[src/rtl/weno5_pkg.sv]
`default_nettype none
package weno5_pkg;

	// Payload width of the sample and face value fields.
	localparam int SMP_W = 32;
	localparam int DEFAULT_SAMPLE_WIDTH = 32;

	// Configuration port.
	localparam int CFG_IDX_W = 1;
	localparam int CFG_DATA_W = 32;
	localparam int EPS_W = 32;
	localparam logic [CFG_IDX_W-1:0] CFG_DIRECTION = 1'd0;
	localparam logic [CFG_IDX_W-1:0] CFG_EPSILON = 1'd1;
	localparam logic [EPS_W-1:0] EPS_RESET = 32'd4295;

	// Back end arithmetic.
	localparam int UFRAC = 24;
	localparam int ACC_W = 64;
	localparam int DVD_W = ACC_W + UFRAC;
	localparam int STEPS_W = 7;
	localparam logic [STEPS_W-1:0] STEPS_INT = 7'd64;
	localparam logic [STEPS_W-1:0] STEPS_RATIO = 7'd88;
	// floor(v / 3) = (v * DIV3_RECIP) >> DIV3_SHIFT for v < 2^19
	localparam logic [19:0] DIV3_RECIP = 20'd349526;
	localparam int DIV3_SHIFT = 20;

	// Queue between front and back.
	localparam int Q_DEPTH = 2;

	typedef struct packed {
		logic signed [SMP_W-1:0] f0;
		logic signed [SMP_W-1:0] f1;
		logic signed [SMP_W-1:0] f2;
		logic signed [SMP_W-1:0] f3;
		logic signed [SMP_W-1:0] f4;
	} stencil_t;

	typedef struct packed {
		logic start;
		logic [DVD_W-1:0] dividend;
		logic [ACC_W-1:0] divisor;
		logic [STEPS_W-1:0] steps;
	} div_req_t;

endpackage
`default_nettype wire

[src/rtl/weno5_ifs.sv]
`default_nettype none
interface weno5_in_if;
	import weno5_pkg::*;
	logic valid;
	logic ready;
	logic signed [SMP_W-1:0] sample;
	logic first_of_line;
	modport source (output valid, output sample, output first_of_line, input ready);
	modport sink (input valid, input sample, input first_of_line, output ready);
endinterface

`default_nettype wire

[src/rtl/weno5_front.sv]
`default_nettype none
// Front: config registers, sliding window, stencil orientation.
module weno5_front #(
	parameter int SAMPLE_WIDTH = weno5_pkg::DEFAULT_SAMPLE_WIDTH
) (
	input  logic                              clk,
	input  logic                              arst_n,
	weno5_in_if.sink                          in_ch,
	input  logic                              cfg_we,
	input  logic [weno5_pkg::CFG_IDX_W-1:0]   cfg_index,
	input  logic [weno5_pkg::CFG_DATA_W-1:0]  cfg_wdata,
	input  logic                              q_full,
	output logic                              q_push,
	output weno5_pkg::stencil_t               q_wdata,
	output logic [weno5_pkg::EPS_W-1:0]       epsilon
);
	import weno5_pkg::*;

	localparam int IW = (SAMPLE_WIDTH < SMP_W) ? SAMPLE_WIDTH : SMP_W;

	logic signed [IW-1:0] win_q [4];
	logic [2:0]           fill_q;
	logic                 direction_q;
	logic [EPS_W-1:0]     epsilon_q;

	logic                 accept;
	logic signed [IW-1:0] x;
	logic [2:0]           fill_eff;
	logic signed [SMP_W-1:0] xe, w0, w1, w2, w3;

	assign in_ch.ready = !q_full;
	assign accept      = in_ch.valid && in_ch.ready;
	assign x           = in_ch.sample[IW-1:0];
	assign fill_eff    = in_ch.first_of_line ? 3'd0 : fill_q;
	assign q_push      = accept && (fill_eff == 3'd4);

	assign xe = SMP_W'(x);
	assign w0 = SMP_W'(win_q[0]);
	assign w1 = SMP_W'(win_q[1]);
	assign w2 = SMP_W'(win_q[2]);
	assign w3 = SMP_W'(win_q[3]);

	always_comb begin
		if (direction_q) begin
			q_wdata = '{f0: xe, f1: w3, f2: w2, f3: w1, f4: w0};
		end else begin
			q_wdata = '{f0: w0, f1: w1, f2: w2, f3: w3, f4: xe};
		end
	end

	assign epsilon = epsilon_q;

	always_ff @(posedge clk or negedge arst_n) begin
		if (!arst_n) begin
			fill_q      <= '0;
			direction_q <= 1'b0;
			epsilon_q   <= EPS_RESET;
		end else begin
			if (accept) begin
				fill_q <= (fill_eff == 3'd4) ? 3'd4 : fill_eff + 3'd1;
			end
			if (cfg_we) begin
				case (cfg_index)
					CFG_DIRECTION: direction_q <= cfg_wdata[0];
					CFG_EPSILON:   epsilon_q   <= cfg_wdata[EPS_W-1:0];
					default: ;
				endcase
			end
		end
	end

	// window contents are only read once four samples of the line are in
	always_ff @(posedge clk) begin
		if (accept) begin
			win_q[0] <= win_q[1];
			win_q[1] <= win_q[2];
			win_q[2] <= win_q[3];
			win_q[3] <= x;
		end
	end

endmodule
`default_nettype wire

[src/flat_wrapper.sv]
// flat-port wrapper written by rule: the top's interface ports become plain ports
module weno5_front_flat import weno5_pkg::*;
#(
	parameter int SAMPLE_WIDTH = weno5_pkg::DEFAULT_SAMPLE_WIDTH
)
  (clk, arst_n, cfg_we, cfg_index, cfg_wdata, q_full, q_push, q_wdata, epsilon, in_ch_valid, in_ch_sample, in_ch_first_of_line, in_ch_ready);
  weno5_in_if in_ch_i ();
  input  logic clk;
  input  logic arst_n;
  input  logic cfg_we;
  input  logic [weno5_pkg::CFG_IDX_W-1:0] cfg_index;
  input  logic [weno5_pkg::CFG_DATA_W-1:0] cfg_wdata;
  input  logic q_full;
  output logic q_push;
  output weno5_pkg::stencil_t q_wdata;
  output logic [weno5_pkg::EPS_W-1:0] epsilon;
  input wire logic [$bits(in_ch_i.valid)-1:0] in_ch_valid;
  input wire logic [$bits(in_ch_i.sample)-1:0] in_ch_sample;
  input wire logic [$bits(in_ch_i.first_of_line)-1:0] in_ch_first_of_line;
  output wire logic [$bits(in_ch_i.ready)-1:0] in_ch_ready;
  assign in_ch_i.valid = in_ch_valid;
  assign in_ch_i.sample = in_ch_sample;
  assign in_ch_i.first_of_line = in_ch_first_of_line;
  assign in_ch_ready = in_ch_i.ready;
  weno5_front #(.SAMPLE_WIDTH(SAMPLE_WIDTH)) u_core (.clk(clk), .arst_n(arst_n), .in_ch(in_ch_i), .cfg_we(cfg_we), .cfg_index(cfg_index), .cfg_wdata(cfg_wdata), .q_full(q_full), .q_push(q_push), .q_wdata(q_wdata), .epsilon(epsilon));
endmodule
[config.mk]
export PLATFORM = sky130hd
export DESIGN_NAME = weno5_front_flat
export DESIGN_NICKNAME = d
export VERILOG_FILES = /design/src/rtl/weno5_pkg.sv /design/src/rtl/weno5_ifs.sv /design/src/rtl/weno5_front.sv /design/src/flat_wrapper.sv
export SDC_FILE = /design/constraint.sdc
export NUM_CORES = 1
export LEC_CHECK = 0
export BUFFER_PORTS_ARGS = -buffer_cell sky130_fd_sc_hd__buf_2
export CORE_ASPECT_RATIO = 0.9
export CORE_MARGIN = 2
export CORE_UTILIZATION = 53
export DETAILED_ROUTE_END_ITERATION = 6
export GPL_TIMING_DRIVEN = 0
export PLACE_DENSITY = 0.87
export SETUP_SLACK_MARGIN = 0.1
export SYNTH_ARGS = -nofsm -noshare
export SYNTH_HDL_FRONTEND = slang
export SYNTH_SLANG_ARGS = --single-unit
[constraint.sdc]
create_clock -name clk -period 4 [get_ports clk]
set_input_delay 0.2 -clock clk [delete_from_list [all_inputs] [get_ports clk]]
set_output_delay 0.2 -clock clk [all_outputs]
set_load 0.02 [all_outputs]
Word-level counts from Yosys, hierarchy flattened
Memory sizes are Yosys's and may differ from the RTL's. Cells that the tools add are included.

Bits in latches: 0. Word-level logic and storage cells: 17. ROM bits: 0. Memory bits (writable): 128. Flip-flop bits (word level): 36. Output and inout port bits: 194. Memories kept: 1.

$lt $le $gt $ge: 0. $add $sub $neg: 1. Equality and inequality tests: 1. Bitwise gates (word level): 1. Multiply operators: 0. Divide/modulo/power cells: 0. Reductions and logical operators: 5. Multiplexer cells: 5. Shift-type cells: 0.

Memories: u_core.win_q (words 4, bits a word 32, rd ports 4, clocked after memory_dff 0, write ports 4, line weno5_front.sv:21) `logic signed [IW-1:0] win_q [4];`.

Operators with widths (count): $mux W160 (1); $mux W3 (2); $reduce_and A2 Y1 (2); $add A3 B1 Y3 const B (1); $eq A3 B3 Y1 const B (1); $logic_and A1 B1 Y1 (2); $mux W1 (2); $logic_not A1 Y1 (1); $not A1 Y1 (1).

Logic depth before layout (Yosys ltp)
Gate-level depths: netlist of run 1.

Depth in word-level cells: 4. Gate-level depth with buffers: 5. Depth with buffers taken out: 5.

Least setup slack after synthesis of run 1
No wires, ideal clock.

Kind: input to output. From: input port in_ch_valid. To: output port q_push. Data arrival time: 2.374 ns. Buffers on the path: 1. Cell stages on the path: 3. Path slack: 1.426 ns. Cells stage by stage: nor2b_1 buf_2 and4b_1.

Cells in the longest elaborated chain, start to end: 2.

Ends and longest elaborated chain: start, declared (line flat_wrapper.sv:17) `input wire logic [$bits(in_ch_i.valid)-1:0] in_ch_valid;`; $logic_and A1 B1 Y1 (line weno5_front.sv:32) `assign accept = in_ch.valid && in_ch.ready;`; net u_core.accept (line weno5_front.sv:26) `logic accept;`; $logic_and A1 B1 Y1 (line weno5_front.sv:35) `assign q_push = accept && (fill_eff == 3'd4);`; end, declared (line flat_wrapper.sv:14) `output logic q_push;`.

The timed path passes the listed nets, and every way through them passes these cells.

==> run_results.csv, run 1 <==
group,metric,value,unit
sta,grt_setup_unrepaired,"no",
logic_synthesis,yosysWarnings,0,
clocking,clk_latency,0.42,ns
placement,dpl_worst_slack,2.14,ns
grt,gr-usage-all-layers,24.0,%
worst_setup_path,cp_max_fo,10,
layout,most-common-layout-cells,"265 x buf_2, 162 x mux2_2, 128 x edfxtp_1, 51 x dlygate4sd3_1, 30 x dfrtp_1",
grt,antenna_found_initial,0,
layout,utilization,74.9,%
clocking,cts-resized-gates,0,
sta,drv_slew,0,
logic_synthesis,synth_top_area_share,56.1,%
logic_synthesis,avgSynthCellArea,19.0,sq um
clocking,ctsHtreeMaxLevel,4,
floorplan,fp-row-count,39,
grt,grt_max_degree,108,
placement,placed_area,8410,sq um
logic_synthesis,synth_top_cell_by_area,"edfxtp_1",
sta,finClkSkew,0.0113,ns
worst_setup_path,critPathRequiredTime,3.80,ns
sta,period_share,48.9,%
detailed_routing,drc,0,
detailed_routing,detail-route-antenna-nets,0,
logic_synthesis,syn_area,6850,sq um
worst_setup_path,critPathLaunch,"u_core.direction_q",
logic_synthesis,postSynthCellCount,360,
power_and_ir_drop,power.leakage,3.95,nW
clocking,numCtsBuffers,17,
floorplan,die_area,13900,sq um
logic_synthesis,syn_nets,432,
detailed_routing,vias_per_cell,5.25,
floorplan,die_h,112,um
layout,nets,767,
logic_synthesis,yosys-top-cells-area,"edfxtp_1 56%, mux2_2 27%, dfrtp_1 11%, dfstp_2 2.3%, buf_6 2.1%",
sta,fmax,511,MHz
layout,final_common_cell,"buf_2",
floorplan,die_w,124,um
sta,worstMarginPinSlew,0.765,ns
layout,diodes,0,
sta,period_minus_slack,1.96,ns
hold_path,hp-class,"in -> reg",
layout,syn_to_final_growth,38.2,%
logic_synthesis,ys_seq_elements,164,
run_status,outcome,"finished clean",
detailed_routing,dr_total_vias,4574,
placement,hpwl,10.8,mm
power_and_ir_drop,irDropWorstVdd,0.380,mV
clocking,clk_pin_slew,0.06,ns
layout,fin_area,9470,sq um
sta,setup_viol,0,
layout,fillers,729,
clocking,clock_tree.root_cell,"clkbuf_16",
sta,setup_tns,0,ns
floorplan,core-area,12600,sq um
sta,worst_slack,2.04,ns
grt,grt_pass1_vias,4627,
worst_setup_path,worst-setup-path-type,"reg -> out",
job,cap_violations,0,
worst_setup_path,end_kind,"output port",
detailed_routing,drt_wl_total,16.9,mm
detailed_routing,drtIter0Drc,324,
placement,port_buffers,264,
worst_setup_path,worstPathArrival,1.76,ns
grt,overflow,0,
grt,grt_pass1_wl,24.7,mm
clocking,cts_num_sinks,164,
placement,placedCellCount,789,
clocking,clockBufferDepth,2,
sta,max_slew_margin,49.0,%
layout,instances_no_fill,872,
logic_synthesis,synthDistinctLibCells,17,
power_and_ir_drop,p_per_area,487,nW/um^2
floorplan,io_pins,265,
detailed_routing,wl_per_cell,19.4,um
logic_synthesis,yosysSeqAreaShare,69.3,%
detailed_routing,firstDrtPassIters,5,
floorplan,start_util,54.2,%
sta,hold_viol_final,0,
hold_path,hp-start,"cfg_wdata[28]",
layout,drive_above_1_share,67.2,%
clocking,cts_tree,"yes",
worst_setup_path,rr_startpoint,"u_core.fill_q[1]",
placement,routabilityCongestion,0.799,
worst_setup_path,start_kind,"flop",
-- metrics by stage --
stage | hold WS (ns) | power [mW]
floorplan | -0.0956 | 2.73
global placement | 0.295 | 3.05
detailed placement | 0.312 | 3.08
CTS | 0.000126 | 4.65
global route | 0.00190 | 4.78
finish | 0.0174 | 4.62
-- power breakdown --
group          internal, mW  leakage (nW)  switching, mW
Clock                 0.900         0.268          0.624
Combinational         0.459          2.06          0.589
Sequential             1.97          1.62         0.0736
-- Yosys cell counts (all sizes together) --
library cell and n:
dfrtp 30, buf 18, nand2 1, a41o 1
edfxtp 128, inv 2, nand2b 2, nor2 2
a31oi 1, mux2 162, dfstp 6, ha 1
nor2b 2, a21oi 3, and4b 1
-- critical path: stages (launching register included) --
cell and delay, ns:
dfrtp_1 0.42, buf_6 0.20, buf_6 0.20, mux2_2 0.36, buf_2 0.16
-- what timing repair did --
item | 4_1_cts | 5_1_grt
hold endpoints to repair | 80 | 0
hold buffers | 51 | 0
setup buffers | 0 | 0
-- cell families after synthesis --
family | Yosys count | synth area share, %
AOI/OAI and AO/OA | 5 | 0.456
DFF | 164 | 69.3
adders and majority gates | 1 | 0.183
buffers and inverters | 20 | 2.72
muxes | 162 | 26.6
and+or+nand+nor | 8 | 0.675
-- sequential cells by signal, indices dropped and copies added, names as in the netlist --
signal              count
u_core.epsilon         32
u_core.direction_q      1
u_core.fill_q           3
u_core.win_q          128
-- layout make-up --
cell class	instances	area, sq um	area share [%]
clock buffer	18	429	4.53
tap	164	205	2.17
sequential	164	4750	50.2
buffer	18	185	1.96
timing repair buffer	316	1860	19.6
multi-input combinational	176	1910	20.2
inverter	2	7.51	0.0793
clock inverter	14	119	1.25
-- routing by layer --
layer	vias to the layer above	GRT usage, %	wire (um)
met5	-	0	0
met4	0	10.3	291
met1	2259	28.9	6800
met2	221	39.1	8340
met3	26	8.30	1460
li1	2068	-	-
-- path summary, 6_finish.rpt --
kind / end / slack, ns / depth (start not counted)
setup / recovery: q_wdata[152] / 2.04 / 4
hold / removal: u_core.epsilon[28] / 0.02 / 2
setup reg to reg: u_core.fill_q[2] / 2.76 / 5
hold reg to reg: u_core.win_q[1][28] / 0.45 / 0
max in group asynchronous: u_core.epsilon[25] / 3.11 / 2
min in group asynchronous: u_core.epsilon[18] / 0.41 / 2
(Power assumes the default switching activity.)
==> run 2, diff against run 1 <==
- CORE_UTILIZATION: 53 -> 44
- PLACE_DENSITY: 0.87 -> 0.77
- clock period: 4 -> 1.7 ns (I/O delays scaled with it)
==> run 2 against run 1 <==
The flow now finishes with violations (setup timing). Count of clock-buffer cells in the layout up 6. Setup slack worse by 2.1 ns. Power is 150% higher. Highest routed layer unchanged.
==> run_results.csv, run 2 (synthesized netlist as in run 1, its figures left out) <==
group,metric,value,unit
grt,grt_pass1_vias,4818,
detailed_routing,dr_total_vias,4744,
run_status,violations,"setup timing",
sta,grt_setup_unrepaired,"yes",
hold_path,whs_path_depth,3,
layout,nets,787,
detailed_routing,detail-route-antenna-nets,0,
detailed_routing,firstDrtPassIters,4,
sta,setup_tns,-8.44,ns
worst_setup_path,start_kind,"flop",
layout,most-common-layout-cells,"236 x buf_2, 153 x mux2_2, 128 x edfxtp_1, 66 x dlygate4sd3_1, 29 x dfrtp_1",
worst_setup_path,worst-setup-path-type,"reg -> out",
sta,setup_viol,117,
placement,routabilityCongestion,0.802,
worst_setup_path,r2r_slack,0.52,ns
clocking,cts_tree,"yes",
floorplan,fp-row-count,43,
clocking,cts_num_sinks,164,
placement,hpwl,11.1,mm
clocking,clk_latency,0.42,ns
clocking,clockBufferDepth,2,
floorplan,start_util,44.7,%
sta,worstMarginPinSlew,0.796,ns
clocking,clk_pin_slew,0.06,ns
sta,fin_hold_ws,0.115,ns
sta,hold_viol_final,0,
layout,top_register,"u_core.win_q",
sta,worst_slack,-0.107,ns
sta,max_slew_margin,47.0,%
floorplan,die_h,122,um
worst_setup_path,end_kind,"output port",
grt,antenna_found_initial,0,
hold_path,hp-class,"in -> reg",
layout,utilization,65.8,%
worst_setup_path,cp_max_fo,10,
power_and_ir_drop,power_frac_seq,42.1,%
worst_setup_path,r2r_cells,5,
sta,drv_slew,0,
grt,gr-usage-all-layers,21.7,%
detailed_routing,drt_wl_total,18.5,mm
floorplan,io_pins,265,
worst_setup_path,critPathRequiredTime,1.62,ns
worst_setup_path,worstPathArrival,1.72,ns
detailed_routing,wl_per_cell,19.8,um
layout,fin_area,10100,sq um
clocking,numCtsBuffers,17,
power_and_ir_drop,combPwrFrac,24.4,%
layout,diodes,0,
floorplan,die_area,16600,sq um
placement,port_buffers,264,
grt,grt_max_degree,135,
job,cap_violations,0,
layout,drive_above_1_share,67.2,%
sta,period_share,106,%
power_and_ir_drop,power_switching,3.22,mW
detailed_routing,vias_per_cell,5.10,
layout,syn_to_final_growth,47.3,%
power_and_ir_drop,finalPower,11.4,mW
clocking,clock_tree.root_cell,"clkbuf_16",
power_and_ir_drop,p_per_area,1130,nW/um^2
clocking,ctsHtreeMaxLevel,4,
floorplan,core-area,15300,sq um
hold_path,hp-start,"cfg_index",
sta,period_minus_slack,1.81,ns
grt,overflow,0,
power_and_ir_drop,p_int,8.22,mW
hold_path,hold_end,"u_core.direction_q",
worst_setup_path,rr_startpoint,"u_core.fill_q[1]",
floorplan,die_w,136,um
sta,fmax,553,MHz
layout,largest_reg_flops,128,
detailed_routing,drtIter0Drc,284,
run_status,outcome,"finished, violations left",
placement,placed_area,8430,sq um
power_and_ir_drop,clock_power_share,33.5,%
grt,grt_pass1_wl,26.8,mm
detailed_routing,drc,0,
power_and_ir_drop,switching_share,28.2,%
power_and_ir_drop,power.leakage,4.20,nW
sta,finClkSkew,0.00880,ns
worst_setup_path,worstReg2RegEnd,"u_core.fill_q[2]",
layout,final_common_cell,"buf_2",
power_and_ir_drop,irDropWorstVdd,0.823,mV
[run 2: cell count changes in the layout (fill, tap and decap cells not counted), sizes merged]
cell	change
clkbuf	+8
dlygate4sd3	+15
clkinv	-7
bufinv	-2
buf	+3
inv	+3
[run 2: critical path: stages, from the launching register on]
cell	delay, ns
dfrtp_2	0.43
buf_12	0.18
buf_8	0.17
mux2_2	0.36
buf_2	0.16
[run 2: worst max path at each step]
stage	from	slack, ns	to	cells past startpoint
finish	u_core.direction_q	-0.11	q_wdata[30]	4
global route	u_core.direction_q	-0.17	q_wdata[140]	4
CTS	u_core.direction_q	-0.12	q_wdata[96]	4
detailed placement	q_full	-0.14	q_push	5
global placement	q_full	-0.08	q_push	5
floorplan	in_ch_valid	0.25	u_core.fill_q[1]	3
[run 2: metrics by stage]
| step | cells | worst slack, ns |
|---|---|---|
| 2_1_floorplan | 360 | 0.250 |
| 3_3_place_gp | 826 | -0.0754 |
| 3_5_place_dp | 826 | -0.136 |
| 4_1_cts | 930 | -0.123 |
| 5_1_grt | 930 | -0.167 |
| 6_report | 930 | -0.107 |
[run 2: area by class of cell]
class	count	area (sq um)
Buffer	18	275
Clock buffer	24	546
Clock inverter	8	58.8
Fill cell	1047	5240
Inverter	2	7.51
Multi-Input combinational cell	176	1950
Sequential cell	164	4750
Tap cell	202	253
Timing Repair Buffer	336	2250
[run 2: power groups by stage]
stage                     Clock, mW  Sequential [mW]  Combinational [mW]
after CTS                      3.89             4.80                2.72
after global routing           4.08             4.85                2.95
after detailed placement          0             4.88                2.37
after global placement            0             4.86                2.34
final                          3.83             4.82                2.80
after floorplan                   0             5.01                1.42
[run 2: timing repair]
item / in CTS / in global routing
gates cloned: 1 / 1
hold buffers: 66 / 0
hold endpoints to repair: 96 / 0
buffers inserted: 5 / 0
resized for setup: 55 / 35
endpoints found under the setup margin: 129 / 129
pin swaps: 0 / 0
[run 2: per-layer routing]
layer / share of wire (%) / GRT usage, % / up-vias
li1: - / - / 2106
met1: 40 / 25.5 / 2357
met2: 50 / 36.9 / 246
met3: 8.1 / 7.35 / 35
met4: 1.8 / 8.46 / 0
met5: 0 / 0 / -
==> run 3, diff against run 2 <==
- CORE_UTILIZATION: 44 -> 49
- PLACE_DENSITY: 0.77 -> 0.81
- clock period: 1.7 -> 1.77 ns (I/O delays scaled with it)
==> run 3 against run 2 <==
Global-route usage grew 1.6 points. Largest cell class unchanged. Power is 8.6% lower. Clock skew about the same. Highest routed layer unchanged. First-iteration DRC count increased by 2.8%. Combinational power decreased by 11%. The run still ends with setup timing left. Critical endpoint is now q_wdata[28]. Critical path depth did not move. Die area decreased by 9.9%.
==> run_results.csv, run 3 (synthesized netlist as in run 1, its figures left out) <==
group,metric,value,unit
detailed_routing,drc,0,
hold_path,hp-class,"in -> reg",
detailed_routing,drt_wl_total,17.7,mm
worst_setup_path,cp_max_fo,10,
layout,final_common_cell,"buf_2",
sta,period_minus_slack,1.83,ns
sta,drv_slew,0,
grt,overflow,0,
floorplan,start_util,50.7,%
power_and_ir_drop,power.leakage,4.04,nW
floorplan,core-area,13500,sq um
worst_setup_path,r2r_cells,5,
sta,grt_setup_unrepaired,"yes",
worst_setup_path,end_kind,"output port",
sta,worst_slack,-0.0581,ns
sta,hold_viol_final,0,
layout,drive_above_1_share,66.4,%
clocking,cts_num_sinks,164,
sta,finClkSkew,0.00872,ns
layout,fillers,885,
clocking,numCtsBuffers,17,
worst_setup_path,worstPathArrival,1.74,ns
detailed_routing,dr_total_vias,4668,
worst_setup_path,worst-setup-path-type,"reg -> out",
hold_path,hold_end,"u_core.direction_q",
detailed_routing,detail-route-antenna-nets,0,
hold_path,whs_path_depth,3,
clocking,ctsHtreeMaxLevel,4,
worst_setup_path,cp_slowest_cell,"dfrtp_2",
sta,fmax,547,MHz
hold_path,hp-start,"cfg_index",
detailed_routing,drtIter0Drc,292,
layout,top_register,"u_core.win_q",
layout,instances_no_fill,891,
floorplan,die_area,14900,sq um
grt,gr-usage-all-layers,23.2,%
layout,syn_to_final_growth,41.7,%
placement,routabilityCongestion,0.782,
worst_setup_path,worstReg2RegEnd,"u_core.fill_q[2]",
worst_setup_path,critPathTopFamily,"buffers and inverters",
job,cap_violations,0,
detailed_routing,vias_per_cell,5.24,
worst_setup_path,rr_startpoint,"u_core.fill_q[0]",
placement,dpl_worst_slack,-0.0821,ns
worst_setup_path,cp_num_buf_inv,3,
clocking,cts_tree,"yes",
clocking,clock_tree.root_cell,"clkbuf_16",
clocking,clockBufferDepth,2,
floorplan,die_w,129,um
layout,nets,784,
detailed_routing,wl_per_cell,19.9,um
worst_setup_path,critPathRequiredTime,1.68,ns
worst_setup_path,cp_cell_sequence,"buf_12 > buf_6 > mux2_2 > buf_2",
placement,port_buffers,264,
worst_setup_path,cp_slowest_stage_delay,0.44,ns
layout,most-common-layout-cells,"258 x buf_2, 159 x mux2_2, 128 x edfxtp_1, 66 x dlygate4sd3_1, 29 x dfrtp_1",
detailed_routing,firstDrtPassIters,5,
placement,placedCellCount,792,
sta,period_share,103,%
grt,grt_pass1_vias,4785,
layout,utilization,71.9,%
power_and_ir_drop,p_per_area,1080,nW/um^2
sta,worstMarginPinSlew,0.781,ns
worst_setup_path,start_kind,"flop",
run_status,outcome,"finished, violations left",
grt,antenna_found_initial,0,
sta,setup_viol,117,
grt,grt_pass1_wl,25.8,mm
run_status,violations,"setup timing",
clocking,clk_pin_slew,0.06,ns
layout,diodes,0,
sta,max_slew_margin,47.9,%
floorplan,io_pins,265,
placement,hpwl,11.1,mm
power_and_ir_drop,irDropWorstVdd,0.762,mV
floorplan,die_h,116,um
clocking,clk_latency,0.42,ns
worst_setup_path,r2r_slack,0.56,ns
floorplan,fp-row-count,40,
grt,grt_max_degree,135,
layout,largest_reg_flops,128,
sta,setup_tns,-2.95,ns
[run 3: changes by cell type in the layout (fill, tap and decap cells not counted), sizes merged]
| cell | before | now |
|---|---|---|
| buf | 286 | 284 |
| clkinv | 4 | 9 |
| inv | 5 | 2 |
| clkbuf | 26 | 19 |
| bufinv | 0 | 1 |
| clkinvlp | 1 | 2 |
[run 3: metal layers]
layer / vias up / routed length (um) / GRT usage, %
li1: 2090 / - / -
met1: 2343 / 7250 / 27.6
met2: 210 / 8890 / 40.0
met3: 25 / 1350 / 7.88
met4: 0 / 251 / 7.90
met5: - / 0 / 0
[run 3: worst min-delay path: cells and delay by family]
family                 cells  cell delay, ns
buffers and inverters      1            0.09
muxes                      1            0.22
and+or+nand+nor            1            0.05
[run 3: worst max-delay path by stage]
stage                  startpoint               end  depth (start not counted)
2_1_floorplan         in_ch_valid  u_core.fill_q[1]                          3
3_3_place_gp               q_full            q_push                          5
3_5_place_dp               q_full            q_push                          5
4_1_cts        u_core.direction_q      q_wdata[153]                          4
5_1_grt        u_core.direction_q       q_wdata[26]                          4
6_report       u_core.direction_q       q_wdata[28]                          4
[run 3: power by group]
part	internal, mW	switching, mW
Sequential	4.46	0.173
Clock	1.89	1.44
Combinational	1.14	1.36
[run 3: final cells by class]
cell class	count	area (sq um)	area share, %
buffer	17	236	2.43
clock buffer	18	429	4.42
clock inverter	12	92.6	0.953
inverter	2	7.51	0.0773
multi-input combinational	176	1930	19.9
sequential	164	4750	48.9
tap	168	210	2.16
timing repair buffer	334	2050	21.2
[run 3: stage by stage]
stage | hold slack [ns] | instance area, sq um | power [mW]
floorplan | -0.207 | 6860 | 6.17
global placement | 0.191 | 8390 | 6.91
detailed placement | 0.207 | 8390 | 6.96
CTS | 0.0396 | 9660 | 10.5
global route | 0.0502 | 9710 | 10.8
finish | 0.0620 | 9710 | 10.5
[run 3: repair_timing]
action	4_1_cts	5_1_grt
gates resized for setup	23	14
endpoints found under the setup margin	129	129
pin swaps	0	0
buffers inserted	1	3
endpoints found under the hold margin	97	0
hold buffers	66	0
