## src/rtl/weno5_pkg.sv

```systemverilog
`default_nettype none
package weno5_pkg;

	// Payload width of the sample and face value fields.
	localparam int SMP_W = 32;
	localparam int DEFAULT_SAMPLE_WIDTH = 32;

	// Configuration port.
	localparam int CFG_IDX_W = 1;
	localparam int CFG_DATA_W = 32;
	localparam int EPS_W = 32;
	localparam logic [CFG_IDX_W-1:0] CFG_DIRECTION = 1'd0;
	localparam logic [CFG_IDX_W-1:0] CFG_EPSILON = 1'd1;
	localparam logic [EPS_W-1:0] EPS_RESET = 32'd4295;

	// Back end arithmetic.
	localparam int UFRAC = 24;
	localparam int ACC_W = 64;
	localparam int DVD_W = ACC_W + UFRAC;
	localparam int STEPS_W = 7;
	localparam logic [STEPS_W-1:0] STEPS_INT = 7'd64;
	localparam logic [STEPS_W-1:0] STEPS_RATIO = 7'd88;
	// floor(v / 3) = (v * DIV3_RECIP) >> DIV3_SHIFT for v < 2^19
	localparam logic [19:0] DIV3_RECIP = 20'd349526;
	localparam int DIV3_SHIFT = 20;

	// Queue between front and back.
	localparam int Q_DEPTH = 2;

	typedef struct packed {
		logic signed [SMP_W-1:0] f0;
		logic signed [SMP_W-1:0] f1;
		logic signed [SMP_W-1:0] f2;
		logic signed [SMP_W-1:0] f3;
		logic signed [SMP_W-1:0] f4;
	} stencil_t;

	typedef struct packed {
		logic start;
		logic [DVD_W-1:0] dividend;
		logic [ACC_W-1:0] divisor;
		logic [STEPS_W-1:0] steps;
	} div_req_t;

endpackage
`default_nettype wire

```

## src/rtl/weno5_fifo.sv

```systemverilog
`default_nettype none
// Short stencil queue between front and back.
module weno5_fifo (
	input  logic                clk,
	input  logic                arst_n,
	input  logic                push,
	input  weno5_pkg::stencil_t wdata,
	output logic                full,
	input  logic                pop,
	output weno5_pkg::stencil_t rdata,
	output logic                nonempty
);
	import weno5_pkg::*;

	localparam int PTR_W = (Q_DEPTH > 1) ? $clog2(Q_DEPTH) : 1;
	localparam int CNT_W = $clog2(Q_DEPTH + 1);

	stencil_t           mem_q [Q_DEPTH];
	logic [PTR_W-1:0]   wr_q;
	logic [PTR_W-1:0]   rd_q;
	logic [CNT_W-1:0]   cnt_q;

	function automatic logic [PTR_W-1:0] nxt(input logic [PTR_W-1:0] p);
		return (p == PTR_W'(Q_DEPTH - 1)) ? '0 : p + 1'b1;
	endfunction

	assign full     = cnt_q == CNT_W'(Q_DEPTH);
	assign nonempty = cnt_q != '0;
	assign rdata    = mem_q[rd_q];

	always_ff @(posedge clk or negedge arst_n) begin
		if (!arst_n) begin
			wr_q  <= '0;
			rd_q  <= '0;
			cnt_q <= '0;
		end else begin
			if (push) begin
				wr_q <= nxt(wr_q);
			end
			if (pop) begin
				rd_q <= nxt(rd_q);
			end
			if (push && !pop) begin
				cnt_q <= cnt_q + 1'b1;
			end else if (pop && !push) begin
				cnt_q <= cnt_q - 1'b1;
			end
		end
	end

	always_ff @(posedge clk) begin
		if (push) begin
			mem_q[wr_q] <= wdata;
		end
	end

endmodule
`default_nettype wire

```

## config.mk

```make
export PLATFORM = sky130hd
export DESIGN_NAME = weno5_fifo
export DESIGN_NICKNAME = d
export VERILOG_FILES = /design/src/rtl/weno5_pkg.sv /design/src/rtl/weno5_fifo.sv
export SDC_FILE = /design/constraint.sdc
export NUM_CORES = 1
export LEC_CHECK = 0
export BUFFER_PORTS_ARGS = -buffer_cell sky130_fd_sc_hd__buf_2
export CAP_MARGIN = 10
export CELL_PAD_IN_SITES_DETAIL_PLACEMENT = 0
export CELL_PAD_IN_SITES_GLOBAL_PLACEMENT = 1
export CORE_MARGIN = 3
export CORE_UTILIZATION = 40
export DETAILED_ROUTE_END_ITERATION = 12
export PLACE_DENSITY = 0.71
export REMOVE_ABC_BUFFERS = 1
export SYNTH_ARGS = -nofsm -noshare
export SYNTH_HDL_FRONTEND = slang
export SYNTH_SLANG_ARGS = --single-unit
```

## constraint.sdc

```tcl
create_clock -name clk -period 8.2 [get_ports clk]
set_input_delay 0 -clock clk [delete_from_list [all_inputs] [get_ports clk]]
set_output_delay 0 -clock clk [all_outputs]
set_load 0.05 [all_outputs]
```

Word level (Yosys, flattened, before mapping)
Memories as Yosys holds them, arrays and structs flattened.
Index checks and enable logic that the tools add are counted.
{"block": "word_totals", "out_inout_bits": 162, "inputBits": 164, "ramBits": 320, "wordCells": 21, "memories": 1, "ff_bits": 4}
{"memory": "mem_q", "depth": 2, "width": 160, "read_ports": 1, "rd_clocked_by_memory_dff": 0, "write_ports": 1, "line": "weno5_fifo.sv:18", "source": "stencil_t mem_q [Q_DEPTH];"}
{"block": "op_classes", "reduce_logical": 6, "mux": 6, "eq_ne": 1, "add_sub_neg": 4}
{"op": "$mux W1", "n": 4}
{"op": "$mux W2", "n": 2}
{"op": "$reduce_bool A2 Y1", "n": 2}
{"op": "$add A1 B1 Y1 const B", "n": 2}
{"op": "$add A2 B1 Y2 const B", "n": 1}
{"op": "$eq A2 B2 Y1 const B", "n": 1}
{"op": "$logic_and A1 B1 Y1", "n": 2}
{"op": "$logic_not A1 Y1", "n": 2}
{"op": "$sub A2 B1 Y2 const B", "n": 1}

Longest topological paths before layout
Gate-level depths: netlist of the first run.
{"block": "depth", "ltp_word": 4, "mapped_depth": 5, "depth_no_buf": 5}

Worst setup path after synthesis of the first run
Ideal clock, no wire load.
{"block": "synth_timing", "path_kind": "flip-flop to flip-flop", "startpoint": "reg wr_q", "endpoint": "mem mem_q[0][0] in the netlist's numbering (enable)", "slack_ps": 35, "path_stages_with_launch": 2, "path_buffers": 0, "arrival_time_ps": 7464, "synth_period_minus_slack_ps": 8165, "setup_ps": 701, "t_required_ps": 7499, "cell_sequence": "dfrtp_1 nor2b_1"}
{"item": "start: declaration", "line": "weno5_fifo.sv:19", "source": "logic [PTR_W-1:0] wr_q;"}
{"item": "start signal: assignment", "line": "weno5_fifo.sv:38", "source": "wr_q <= nxt(wr_q);"}
{"item": "end: declaration", "line": "weno5_fifo.sv:18"}
No word-level cell before the write port.

==> metrics.txt, run 1 <==
run status=completed; family of cells with the greatest summed delay on the critical path=buffers and inverters; CTS Root Cell=clkbuf_16; clock tree from TritonCTS=yes; clock latency on the worst-skew pair=0.50 ns; final worst path period need=3.13 ns; worst flop-to-flop path startpoint=wr_q$_DFFE_PN0P_; worst setup path class=flip-flop to primary output; Max Cap Viol=0; number of buffers between clock root and the deepest sink=3; Yosys reg bits=324; cell depth of the worst flop-to-flop path=3; headroom to the max-slew limit=27.4%; routed via count=6,560; area of the core=29,700 um^2; Synth Warn #=0; initial core utilization=40.7%; port buffer count=325; Mapped Area=12,100 um^2; full die area=32,400 um^2; number of standard cells in the final layout excluding fillers=1,443; Crit path largest cell delay=1.02 ns; clock skew=0.0190 ns; post-synthesis cell count=514; instance count after placement with tap cells included=1,216; final sum of negative setup slack=0 ns; leakage power=6.62 nW; Filler cells=2,350; post-detailed-placement cell area=14,100 um^2; post-detailed-route wirelength per cell=17.2 um; maximum level of the CTS H-tree=2; final-report setup violation count=0; power density over the cells=380 nW/um^2; CP Max Fanout=57; final worst path period share=38.2%; number of placement rows=63; residual antenna-violating net count after detailed routing=0; chip width=180 um; number of global-route vias before repair=7,085; buffer count from post-CTS setup fixing=0; highest-delay cell along the critical path=dfrtp_4; number of nets in the layout=1,192; hold path start=wdata[112]; routability-driven placement congestion ratio=0.725; gr usage total=14.9%; endpoint class of the critical path=primary output; Vert. Die Dim=180 um; number of buffers inserted during clock tree synthesis=35; area occupied by multi-input gates=2230 um^2; worst reg2reg setup slack=5.18 ns; count of boundary I/O pins=326; first-pass iteration count of the detailed router=4; global-route wire length before repair=38.7 mm; Hold Path Sink=mem_q[1][112]$_DFFE_PP_; sinks on the clock net=324; actual slew at the worst max-slew pin=1.09 ns; maximum clock rate=0.320 GHz; largest net degree at the start of global routing=130; worst hold path depth=2; Syn Area/Cell=23.5 um^2; number of library cell types mapped by synthesis=14; list of cells traversed by the critical path=buf_4 -> mux2_2 -> buf_2; DRC viols=0; max-slew violation count=0; residual overflow from global routing=0; combined flip-flop and latch cell area=9710 um^2; register area share after synthesis=80.3%; final non-filler cell area=16,800 um^2; unrepaired setup endpoints after global routing=false; Critical path buffers and inverters=2; peak supply drop=0.232 mV; Final Hold Vio Count=0; type of the worst min-delay path=input port to flip-flop; layout overhead on the synthesized area=39.0%; number of antenna violations at the first check in global routing=1; Critical Path AT=3.13 ns; Hold Worst Slack=0.225 ns; type of origin of the critical path=flip-flop; average via count per standard cell=4.55; placed wire-length estimate after detailed placement=15.2 mm; number of DRC markers in iteration 0=328; fraction of final layout cells sized beyond drive strength 1=51.1%; clock slew at the register clock pins of the worst setup and hold paths=0.06 ns; data required time at the worst endpoint=8.20 ns; DRT Wirelength=24.8 mm; end of the worst register-to-register path=mem_q[1][128]$_DFFE_PP_
layer usage:
metal / vias up / global-route usage [%] / share of wire [%]
li1: 3085 / - / -
met3: 50 / 4.67 / 7.6
met2: 236 / 24.9 / 48
met4: 0 / 4.76 / 2.7
met1: 3189 / 18.6 / 42
met5: - / 0 / 0
cells in the final DEF, fill, tap and decap left out:
cell	synthesis	routed
inv_1	1	1
nor2_1	1	1
xor2_1	4	4
dfrtp_1	4	3
clkbuf_1	0	11
inv_6	0	1
edfxtp_1	320	320
and2_4	0	1
clkinv_2	0	5
mux2_4	90	90
dfrtp_4	0	1
clkbuf_16	0	37
buf_4	0	4
or2_2	1	1
nor2b_4	0	1
xnor2_1	1	1
dlygate4sd3_1	0	164
mux2_2	70	70
buf_12	0	1
ha_1	1	1
nor2b_1	2	1
buf_2	7	325
clkinv_1	0	7
bufinv_16	0	1
diode_2	0	1
what timing repair did:
| action | in CTS | in global routing |
|---|---|---|
| endpoints found under the hold margin | 327 | 0 |
| gates resized for setup | 0 | 0 |
| hold buffers | 164 | 0 |
logic make-up (layout without fill, tap and decap cells):
kind of cell               count (synthesis)  after routing  share of synthesized area (%)
DFF                                      324            324                           80.3
muxes                                    160            160                           17.7
buffers and inverters                     19            557                           1.34
xor gates and xnor gates                   5              5                          0.362
and+or+nand+nor                            5              5                          0.238
adders and majority gates                  1              1                          0.103
other                                      0              1                              0
worst register-to-register path, cell delays in order (launching register included):
cell	delay, ns
dfrtp_1	0.42
and2_4	0.47
buf_4	0.70
buf_4	0.92
synth_stat cells:
master	count	area [um^2]
nor2_1	1	3.75
mux2_4	90	1350
edfxtp_1	320	9610
xnor2_1	1	8.76
ha_1	1	12.5
buf_2	7	35.0
dfrtp_1	4	100
or2_2	1	6.26
xor2_1	4	35.0
nor2b_1	2	12.5
and2_1	1	6.26
buf_6	11	124
mux2_2	70	788
inv_1	1	3.75
worst max path at each step:
stage                startpoint                       to  slack [ns]  depth (start not counted)
2_1_floorplan  wr_q$_DFFE_PN0P_    mem_q[0][0]$_DFFE_PP_        0.04                          1
3_3_place_gp   wr_q$_DFFE_PN0P_  mem_q[1][131]$_DFFE_PP_        5.13                          3
3_5_place_dp   wr_q$_DFFE_PN0P_  mem_q[1][131]$_DFFE_PP_        5.13                          3
4_1_cts        rd_q$_DFFE_PN0P_               rdata[141]        5.00                          3
5_1_grt        rd_q$_DFFE_PN0P_                rdata[31]        4.88                          3
6_report       rd_q$_DFFE_PN0P_                rdata[31]        5.07                          3
power by group:
| group | leakage (nW) | internal, mW | switching (mW) |
|---|---|---|---|
| registers | 3.05 | 2.20 | 0.134 |
| logic | 3.06 | 0.811 | 1.81 |
| clock network | 0.518 | 0.856 | 0.583 |
registers in the layout, indices dropped and copies added (netlist names):
register / cells
mem_q: 320
wr_q: 1
rd_q: 1
cnt_q: 2
layout make-up:
| cell class | count | share of cell area, % |
|---|---|---|
| sequential | 324 | 57.8 |
| timing repair buffer | 494 | 19.7 |
| multi-input combinational | 171 | 13.3 |
| clock buffer | 48 | 5.75 |
| tap | 390 | 2.90 |
| clock inverter | 14 | 0.536 |
| inverter | 1 | 0.0223 |
| antenna | 1 | 0.0149 |
metrics by stage:
step | setup WS (ns) | utilization (%) | total power [mW]
2_1_floorplan | 0.0351 | - | 4.59
4_1_cts | 5.00 | 56.6 | 6.48
3_5_place_dp | 5.13 | 47.5 | 4.96
5_1_grt | 4.88 | 56.6 | 6.66
6_report | 5.07 | 56.6 | 6.39
3_3_place_gp | 5.13 | 47.5 | 4.95
Power figures use the tool's default switching activity.
==> inputs of run 2 (changes only) <==
==> constraint.sdc (replaced) <==
create_clock -name clk -period 2.85 [get_ports clk]
set_input_delay 0 -clock clk [delete_from_list [all_inputs] [get_ports clk]]
set_output_delay 0 -clock clk [all_outputs]
set_load 0.05 [all_outputs]
==> run 2 against run 1 <==
Against the previous run: register-to-register slack got worse by 3.9 ns; critical path depth unchanged; die area is the same; hold slack worse by 0.0061 ns; first-iteration DRC count up 7.3%; global-route usage up 0.37 points; non-clock buffer count is 3 higher; clock-buffer cell count shrank 1; combinational power rose to 2.9 times the previous value; critical endpoint is now rdata[134]; largest cell class unchanged.
==> metrics.txt, run 2 (synthesis gave the netlist of run 1 again) <==
combinational power share=41.5% (was 41.0%); number of nets in the layout=1,195 (was 1,192); worst flop-to-flop path startpoint=wr_q$_DFFE_PN0P_ (unchanged); Clk network pwr share=23.0% (was 22.5%); instance count after placement with tap cells included=1,219 (was 1,216); unrepaired setup endpoints after global routing=false (unchanged); peak supply drop=0.706 mV (was 0.232 mV); residual overflow from global routing=0 (unchanged); Crit path largest cell delay=0.62 ns (was 1.02 ns); number of standard cells in the final layout excluding fillers=1,443 (unchanged); CP startpoint=rd_q$_DFFE_PN0P_ (unchanged); layout overhead on the synthesized area=40.0% (was 39.0%); average via count per standard cell=4.58 (was 4.55); Filler cells=2,297 (was 2,350); Vert. Die Dim=180 um (unchanged); clock slew at the register clock pins of the worst setup and hold paths=0.06 ns (about the same); gr usage total=15.2% (was 14.9%); fraction of final layout cells sized beyond drive strength 1=51.8% (was 51.1%); CTS Root Cell=clkbuf_16 (unchanged); port buffer count=325 (unchanged); run status=completed (unchanged); post_cts resized=0 (unchanged); commonest cells after routing, fill and taps aside=325 x buf_2, 320 x edfxtp_1, 164 x dlygate4sd3_1, 90 x mux2_4, 70 x mux2_2 (unchanged); power density over the cells=1100 nW/um^2 (was 380 nW/um^2); Flop pwr share=35.5% (was 36.5%); cell depth of the worst flop-to-flop path=2 (was 3); CP Max Fanout=66 (was 57); largest registers=mem_q (320), cnt_q (2) (unchanged); maximum clock rate=0.449 GHz; actual slew at the worst max-slew pin=0.513 ns (was 1.09 ns); routability-driven placement congestion ratio=0.728 (was 0.725); final worst path period share=78.1%; maximum level of the CTS H-tree=2 (unchanged); global-route wire length before repair=39.6 mm (was 38.7 mm); placement-stage worst setup slack=1.15 ns (was 5.13 ns); most common library cell in the layout ignoring fill and taps=buf_2 (unchanged); placed wire-length estimate after detailed placement=15.6 mm (was 15.2 mm); Critical path buffers and inverters=2 (unchanged); max FFs per register=320 (unchanged); count of inserted antenna diode cells=0 (was 1); routed via count=6,615 (was 6,560); list of cells traversed by the critical path=buf_12 -> mux2_2 -> buf_2 (was buf_4 -> mux2_2 -> buf_2); chip width=180 um (unchanged); number of DRC markers in iteration 0=352 (was 328); number of global-route vias before repair=7,326 (was 7,085); Final WS setup=0.623 ns (was 5.07 ns); DRC viols=0 (unchanged); number of buffers between clock root and the deepest sink=3 (unchanged); type of the worst min-delay path=input port to flip-flop (unchanged); data required time at the worst endpoint=2.85 ns (was 8.20 ns); initial core utilization=40.7% (unchanged); number of buffers inserted during clock tree synthesis=35 (unchanged); most flop-heavy register=mem_q (unchanged); Max Cap Viol=0 (unchanged); count of boundary I/O pins=326 (unchanged); switching component of the power=7.28 mW (was 2.53 mW); type of origin of the critical path=flip-flop (unchanged); final worst path period need=2.23 ns; post-detailed-route wirelength per cell=17.3 um (was 17.2 um); worst setup path class=flip-flop to primary output (unchanged); switching share of power=39.2% (was 39.5%); final-report setup violation count=0 (unchanged); largest net degree at the start of global routing=82 (was 130); highest-delay cell along the critical path=dfrtp_4 (unchanged); clock latency on the worst-skew pair=0.50 ns (about the same); instance count on the critical path=3 (unchanged); headroom to the max-slew limit=65.8% (was 27.4%); DRT Wirelength=25.0 mm (was 24.8 mm); endpoint class of the critical path=primary output (unchanged); Final Hold Vio Count=0 (unchanged); leakage power=6.68 nW (was 6.62 nW); residual antenna-violating net count after detailed routing=0 (unchanged); sinks on the clock net=324 (unchanged); full die area=32,400 um^2 (unchanged); Critical path destination=rdata[134] (was rdata[31]); area of the core=29,700 um^2 (unchanged); max-slew violation count=0 (unchanged); end of the worst register-to-register path=mem_q[1][68]$_DFFE_PP_ (was mem_q[1][128]$_DFFE_PP_); first-pass iteration count of the detailed router=4 (unchanged); Internal Dissipation=11.3 mW (was 3.87 mW); family of cells with the greatest summed delay on the critical path=flip-flops (was buffers and inverters); clock tree from TritonCTS=yes (unchanged); number of placement rows=63 (unchanged); worst reg2reg setup slack=1.28 ns (was 5.18 ns); Critical Path AT=2.23 ns (was 3.13 ns); clock skew=0.0111 ns (was 0.0190 ns); number of antenna violations at the first check in global routing=0 (was 1)
-- run 2: cell types whose count changed in the layout (fill, tap and decap cells not counted), moves of 2 or more --
cell and delta:
clkinv_1 -3, buf_4 -2, clkbuf_8 +2, buf_12 +5, clkbuf_1 -3
-- run 2: power by group through the flow --
stage	Combinational [mW]	Clock (mW)	Sequential (mW)
6_report	7.71	4.28	6.59
5_1_grt	8.06	4.64	6.68
4_1_cts	7.81	4.42	6.60
3_5_place_dp	7.61	0	6.69
3_3_place_gp	7.60	0	6.65
2_1_floorplan	4.49	0	6.95
-- run 2: per-layer routing --
layer / share of wire [%] / vias up / wire length [um] / GRT usage (%)
li1: - / 3087 / - / -
met1: 39 / 3230 / 9830 / 18.4
met2: 50 / 246 / 12600 / 26.1
met3: 7.5 / 52 / 1880 / 4.82
met4: 3.0 / 0 / 741 / 5.14
met5: 0 / - / 0 / 0
-- run 2: how the worst min path moves through the flow --
stage,cells past startpoint,to,startpoint
final,2,mem_q[0][14]$_DFFE_PP_,wdata[14]
after global routing,2,mem_q[1][155]$_DFFE_PP_,wdata[155]
after CTS,2,mem_q[0][92]$_DFFE_PP_,wdata[92]
after detailed placement,1,rd_q$_DFFE_PN0P_,arst_n
after global placement,1,rd_q$_DFFE_PN0P_,arst_n
after floorplan,0,cnt_q[0]$_DFFE_PN0P_,arst_n
-- run 2: final cells by class --
type                       instances  area, um^2  area share [%]
multi-input combinational        171        2230            13.2
tap                              390         488            2.88
clock inverter                    13         113           0.665
inverter                           1        3.75          0.0222
sequential                       324        9710            57.3
timing repair buffer             497        3400            20.1
clock buffer                      47         983            5.81
-- run 2: timing repair --
action | CTS | global route
endpoints found under the hold margin | 328 | 0
setup buffers | 0 | 0
hold buffers | 164 | 0
-- run 2: metrics by stage --
stage	utilization, %	total power, mW	TNS [ns]	instance area [um^2]	hold WS, ns
2_1_floorplan	-	11.4	-1553.25	11900	-0.296
3_3_place_gp	47.8	14.3	0	14200	-0.182
3_5_place_dp	47.8	14.3	0	14200	-0.187
4_1_cts	57.0	18.8	0	16900	0.190
5_1_grt	57.0	19.4	0	16900	0.207
6_report	57.0	18.6	0	16900	0.219
==> inputs of run 3 (changes only) <==
==> constraint.sdc (replaced) <==
create_clock -name clk -period 1.85 [get_ports clk]
set_input_delay 0 -clock clk [delete_from_list [all_inputs] [get_ports clk]]
set_output_delay 0 -clock clk [all_outputs]
set_load 0.05 [all_outputs]
==> run 3 against run 2 <==
Against the previous run: non-clock buffer count increased by 37; clock power increased by 52%; the run now ends with negative setup slack left; combinational power increased by 98%; critical path type unchanged; setup slack got worse by 0.64 ns; clock-buffer cell count decreased by 2; power increased by 71%; critical path depth increased by 1; clock skew increased by 0.0050 ns; utilization increased by 4.8 points; die area unchanged; wire length increased by 9.6%; design area increased by 8.4%.
==> metrics.txt, run 3 (synthesis gave the netlist of run 1 again) <==
power density over the cells=1740 nW/um^2 (was 1100 nW/um^2); clock slew at the register clock pins of the worst setup and hold paths=0.06 ns (about the same); full die area=32,400 um^2 (unchanged); number of global-route vias before repair=7,222 (was 7,326); CP Max Fanout=13 (was 66); highest-delay cell along the critical path=dfrtp_4 (unchanged); post-detailed-placement cell area=14,400 um^2 (was 14,200 um^2); number of buffers between clock root and the deepest sink=3 (unchanged); clock latency on the worst-skew pair=0.49 ns (was 0.50 ns); chip width=180 um (unchanged); DRT Wirelength=27.4 mm (was 25.0 mm); number of buffers inserted during clock tree synthesis=35 (unchanged); residual antenna-violating net count after detailed routing=0 (unchanged); Final Hold Vio Count=0 (unchanged); unrepaired setup endpoints after global routing=true (was false); routed via count=6,853 (was 6,615); final-report setup violation count=25 (was 0); clock tree from TritonCTS=yes (unchanged); Final WS setup=-0.0148 ns (was 0.623 ns); area of the core=29,700 um^2 (unchanged); port buffer count=325 (unchanged); most common library cell in the layout ignoring fill and taps=edfxtp_1 (was buf_2); Max Cap Viol=0 (unchanged); DRC viols=0 (unchanged); number of placement rows=63 (unchanged); gr usage total=15.7% (was 15.2%); number of nets in the layout=1,232 (was 1,195); max FFs per register=320 (unchanged); clock skew=0.0161 ns (was 0.0111 ns); routability-driven placement congestion ratio=0.731 (was 0.728); Critical Path AT=1.86 ns (was 2.23 ns); residual overflow from global routing=0 (unchanged); Critical path buffers and inverters=3 (was 2); final non-filler cell area=18,400 um^2 (was 16,900 um^2); maximum clock rate=0.536 GHz; largest net degree at the start of global routing=71 (was 82); run status=complete, but fails checks (was completed); largest registers=mem_q (320), cnt_q (2) (unchanged); data required time at the worst endpoint=1.85 ns (was 2.85 ns); number of DRC markers in iteration 0=308 (was 352); most flop-heavy register=mem_q (unchanged); max-slew violation count=0 (unchanged); average via count per standard cell=4.63 (was 4.58); list of cells traversed by the critical path=buf_12 -> buf_12 -> mux2_4 -> buf_8 (was buf_12 -> mux2_2 -> buf_2); peak supply drop=1.38 mV (was 0.706 mV); final worst path period share=101%; CTS Root Cell=clkbuf_16 (unchanged); maximum level of the CTS H-tree=2 (unchanged); worst setup path class=flip-flop to primary output (unchanged); endpoint class of the critical path=primary output (unchanged); failing checks=negative setup slack; type of the worst min-delay path=input port to flip-flop (unchanged); cell occurring most often along the worst timing path=buf_12; actual slew at the worst max-slew pin=0.448 ns (was 0.513 ns); initial core utilization=40.7% (unchanged); final core occ=61.8% (was 57.0%); placed wire-length estimate after detailed placement=16.8 mm (was 15.6 mm); leakage power=7.28 nW (was 6.68 nW); number of antenna violations at the first check in global routing=1 (was 0); type of origin of the critical path=flip-flop (unchanged); global-route wire length before repair=40.3 mm (was 39.6 mm); headroom to the max-slew limit=70.1% (was 65.8%); family of cells with the greatest summed delay on the critical path=flip-flops (unchanged); post-detailed-route wirelength per cell=18.5 um (was 17.3 um); commonest cells after routing, fill and taps aside=320 x edfxtp_1, 179 x buf_2, 164 x dlygate4sd3_1, 120 x buf_6, 101 x mux2_4 (was 325 x buf_2, 320 x edfxtp_1, 164 x dlygate4sd3_1, 90 x mux2_4, 70 x mux2_2); sinks on the clock net=324 (unchanged); Crit path largest cell delay=0.53 ns (was 0.62 ns); fraction of final layout cells sized beyond drive strength 1=52.9% (was 51.8%); Vert. Die Dim=180 um (unchanged); final worst path period need=1.86 ns; count of boundary I/O pins=326 (unchanged); first-pass iteration count of the detailed router=5 (was 4); layout overhead on the synthesized area=51.8% (was 40.0%)
==> run 3: cell count changes in the layout (fill, tap and decap cells not counted), moves of 6 or more <==
cell / previous run / this run
buf_8: 0 / 11
buf_12: 6 / 13
clkbuf_16: 37 / 43
mux2_4: 90 / 101
buf_2: 325 / 179
buf_6: 0 / 120
buf_4: 2 / 39
mux2_2: 70 / 59
==> run 3: worst paths after layout <==
| path | start | to | slack (ns) | depth (start not counted) |
|---|---|---|---|---|
| max | rd_q$_DFFE_PN0P_ | rdata[134] | -0.01 | 4 |
| min | wdata[46] | mem_q[1][46]$_DFFE_PP_ | 0.23 | 2 |
| max reg2reg | wr_q$_DFFE_PN0P_ | mem_q[0][131]$_DFFE_PP_ | 0.34 | 3 |
| min reg2reg | cnt_q[1]$_DFFE_PN0P_ | cnt_q[1]$_DFFE_PN0P_ | 0.49 | 1 |
| max in group asynchronous | arst_n | rd_q$_DFFE_PN0P_ | 1.23 | 3 |
| min in group asynchronous | arst_n | rd_q$_DFFE_PN0P_ | 0.42 | 3 |
==> run 3: metrics by stage <==
stage | worst slack (ns) | total power [mW] | hold slack, ns | TNS (ns) | std cells
final | -0.0148 | 31.9 | 0.225 | -0.0981 | 1479
after global routing | -0.0807 | 33.0 | 0.204 | -6.51 | 1479
after CTS | -0.0717 | 31.2 | 0.197 | -3.87 | 1469
after floorplan | -6.31 | 15.2 | -0.296 | -2034.25 | 496
after detailed placement | 0.317 | 22.5 | -0.181 | 0 | 1239
after global placement | 0.330 | 22.4 | -0.184 | 0 | 1239
==> run 3: where the power goes <==
group / internal, mW / total (mW) / switching, mW
registers: 9.73 / 10.1 / 0.355
logic: 6.27 / 15.3 / 9.00
clock network: 3.90 / 6.50 / 2.61
==> run 3: cell type report <==
type | count | area [um^2]
antenna | 1 | 2.50
clock buffer | 45 | 956
clock inverter | 13 | 109
fill | 2117 | 11400
inverter | 1 | 3.75
multi-input combinational | 171 | 2280
sequential | 324 | 9710
tap | 390 | 488
timing repair buffer | 534 | 4810
==> run 3: what timing repair did <==
item                                    in CTS  in global routing
pin swaps                                    0                  0
cloned                                       1                  8
hold buffers                               164                  0
endpoints found under the setup margin     152                149
resized for setup                          244                 67
buffers inserted                             7                  1
hold endpoints to repair                   327                  0
==> run 3: routing by layer <==
metal,up-vias,GRT usage (%),part of all wire [%]
met3,51,4.63,6.9
met4,0,4.46,2.4
met2,257,26.6,49
met5,-,0,0
li1,3160,-,-
met1,3385,19.6,41
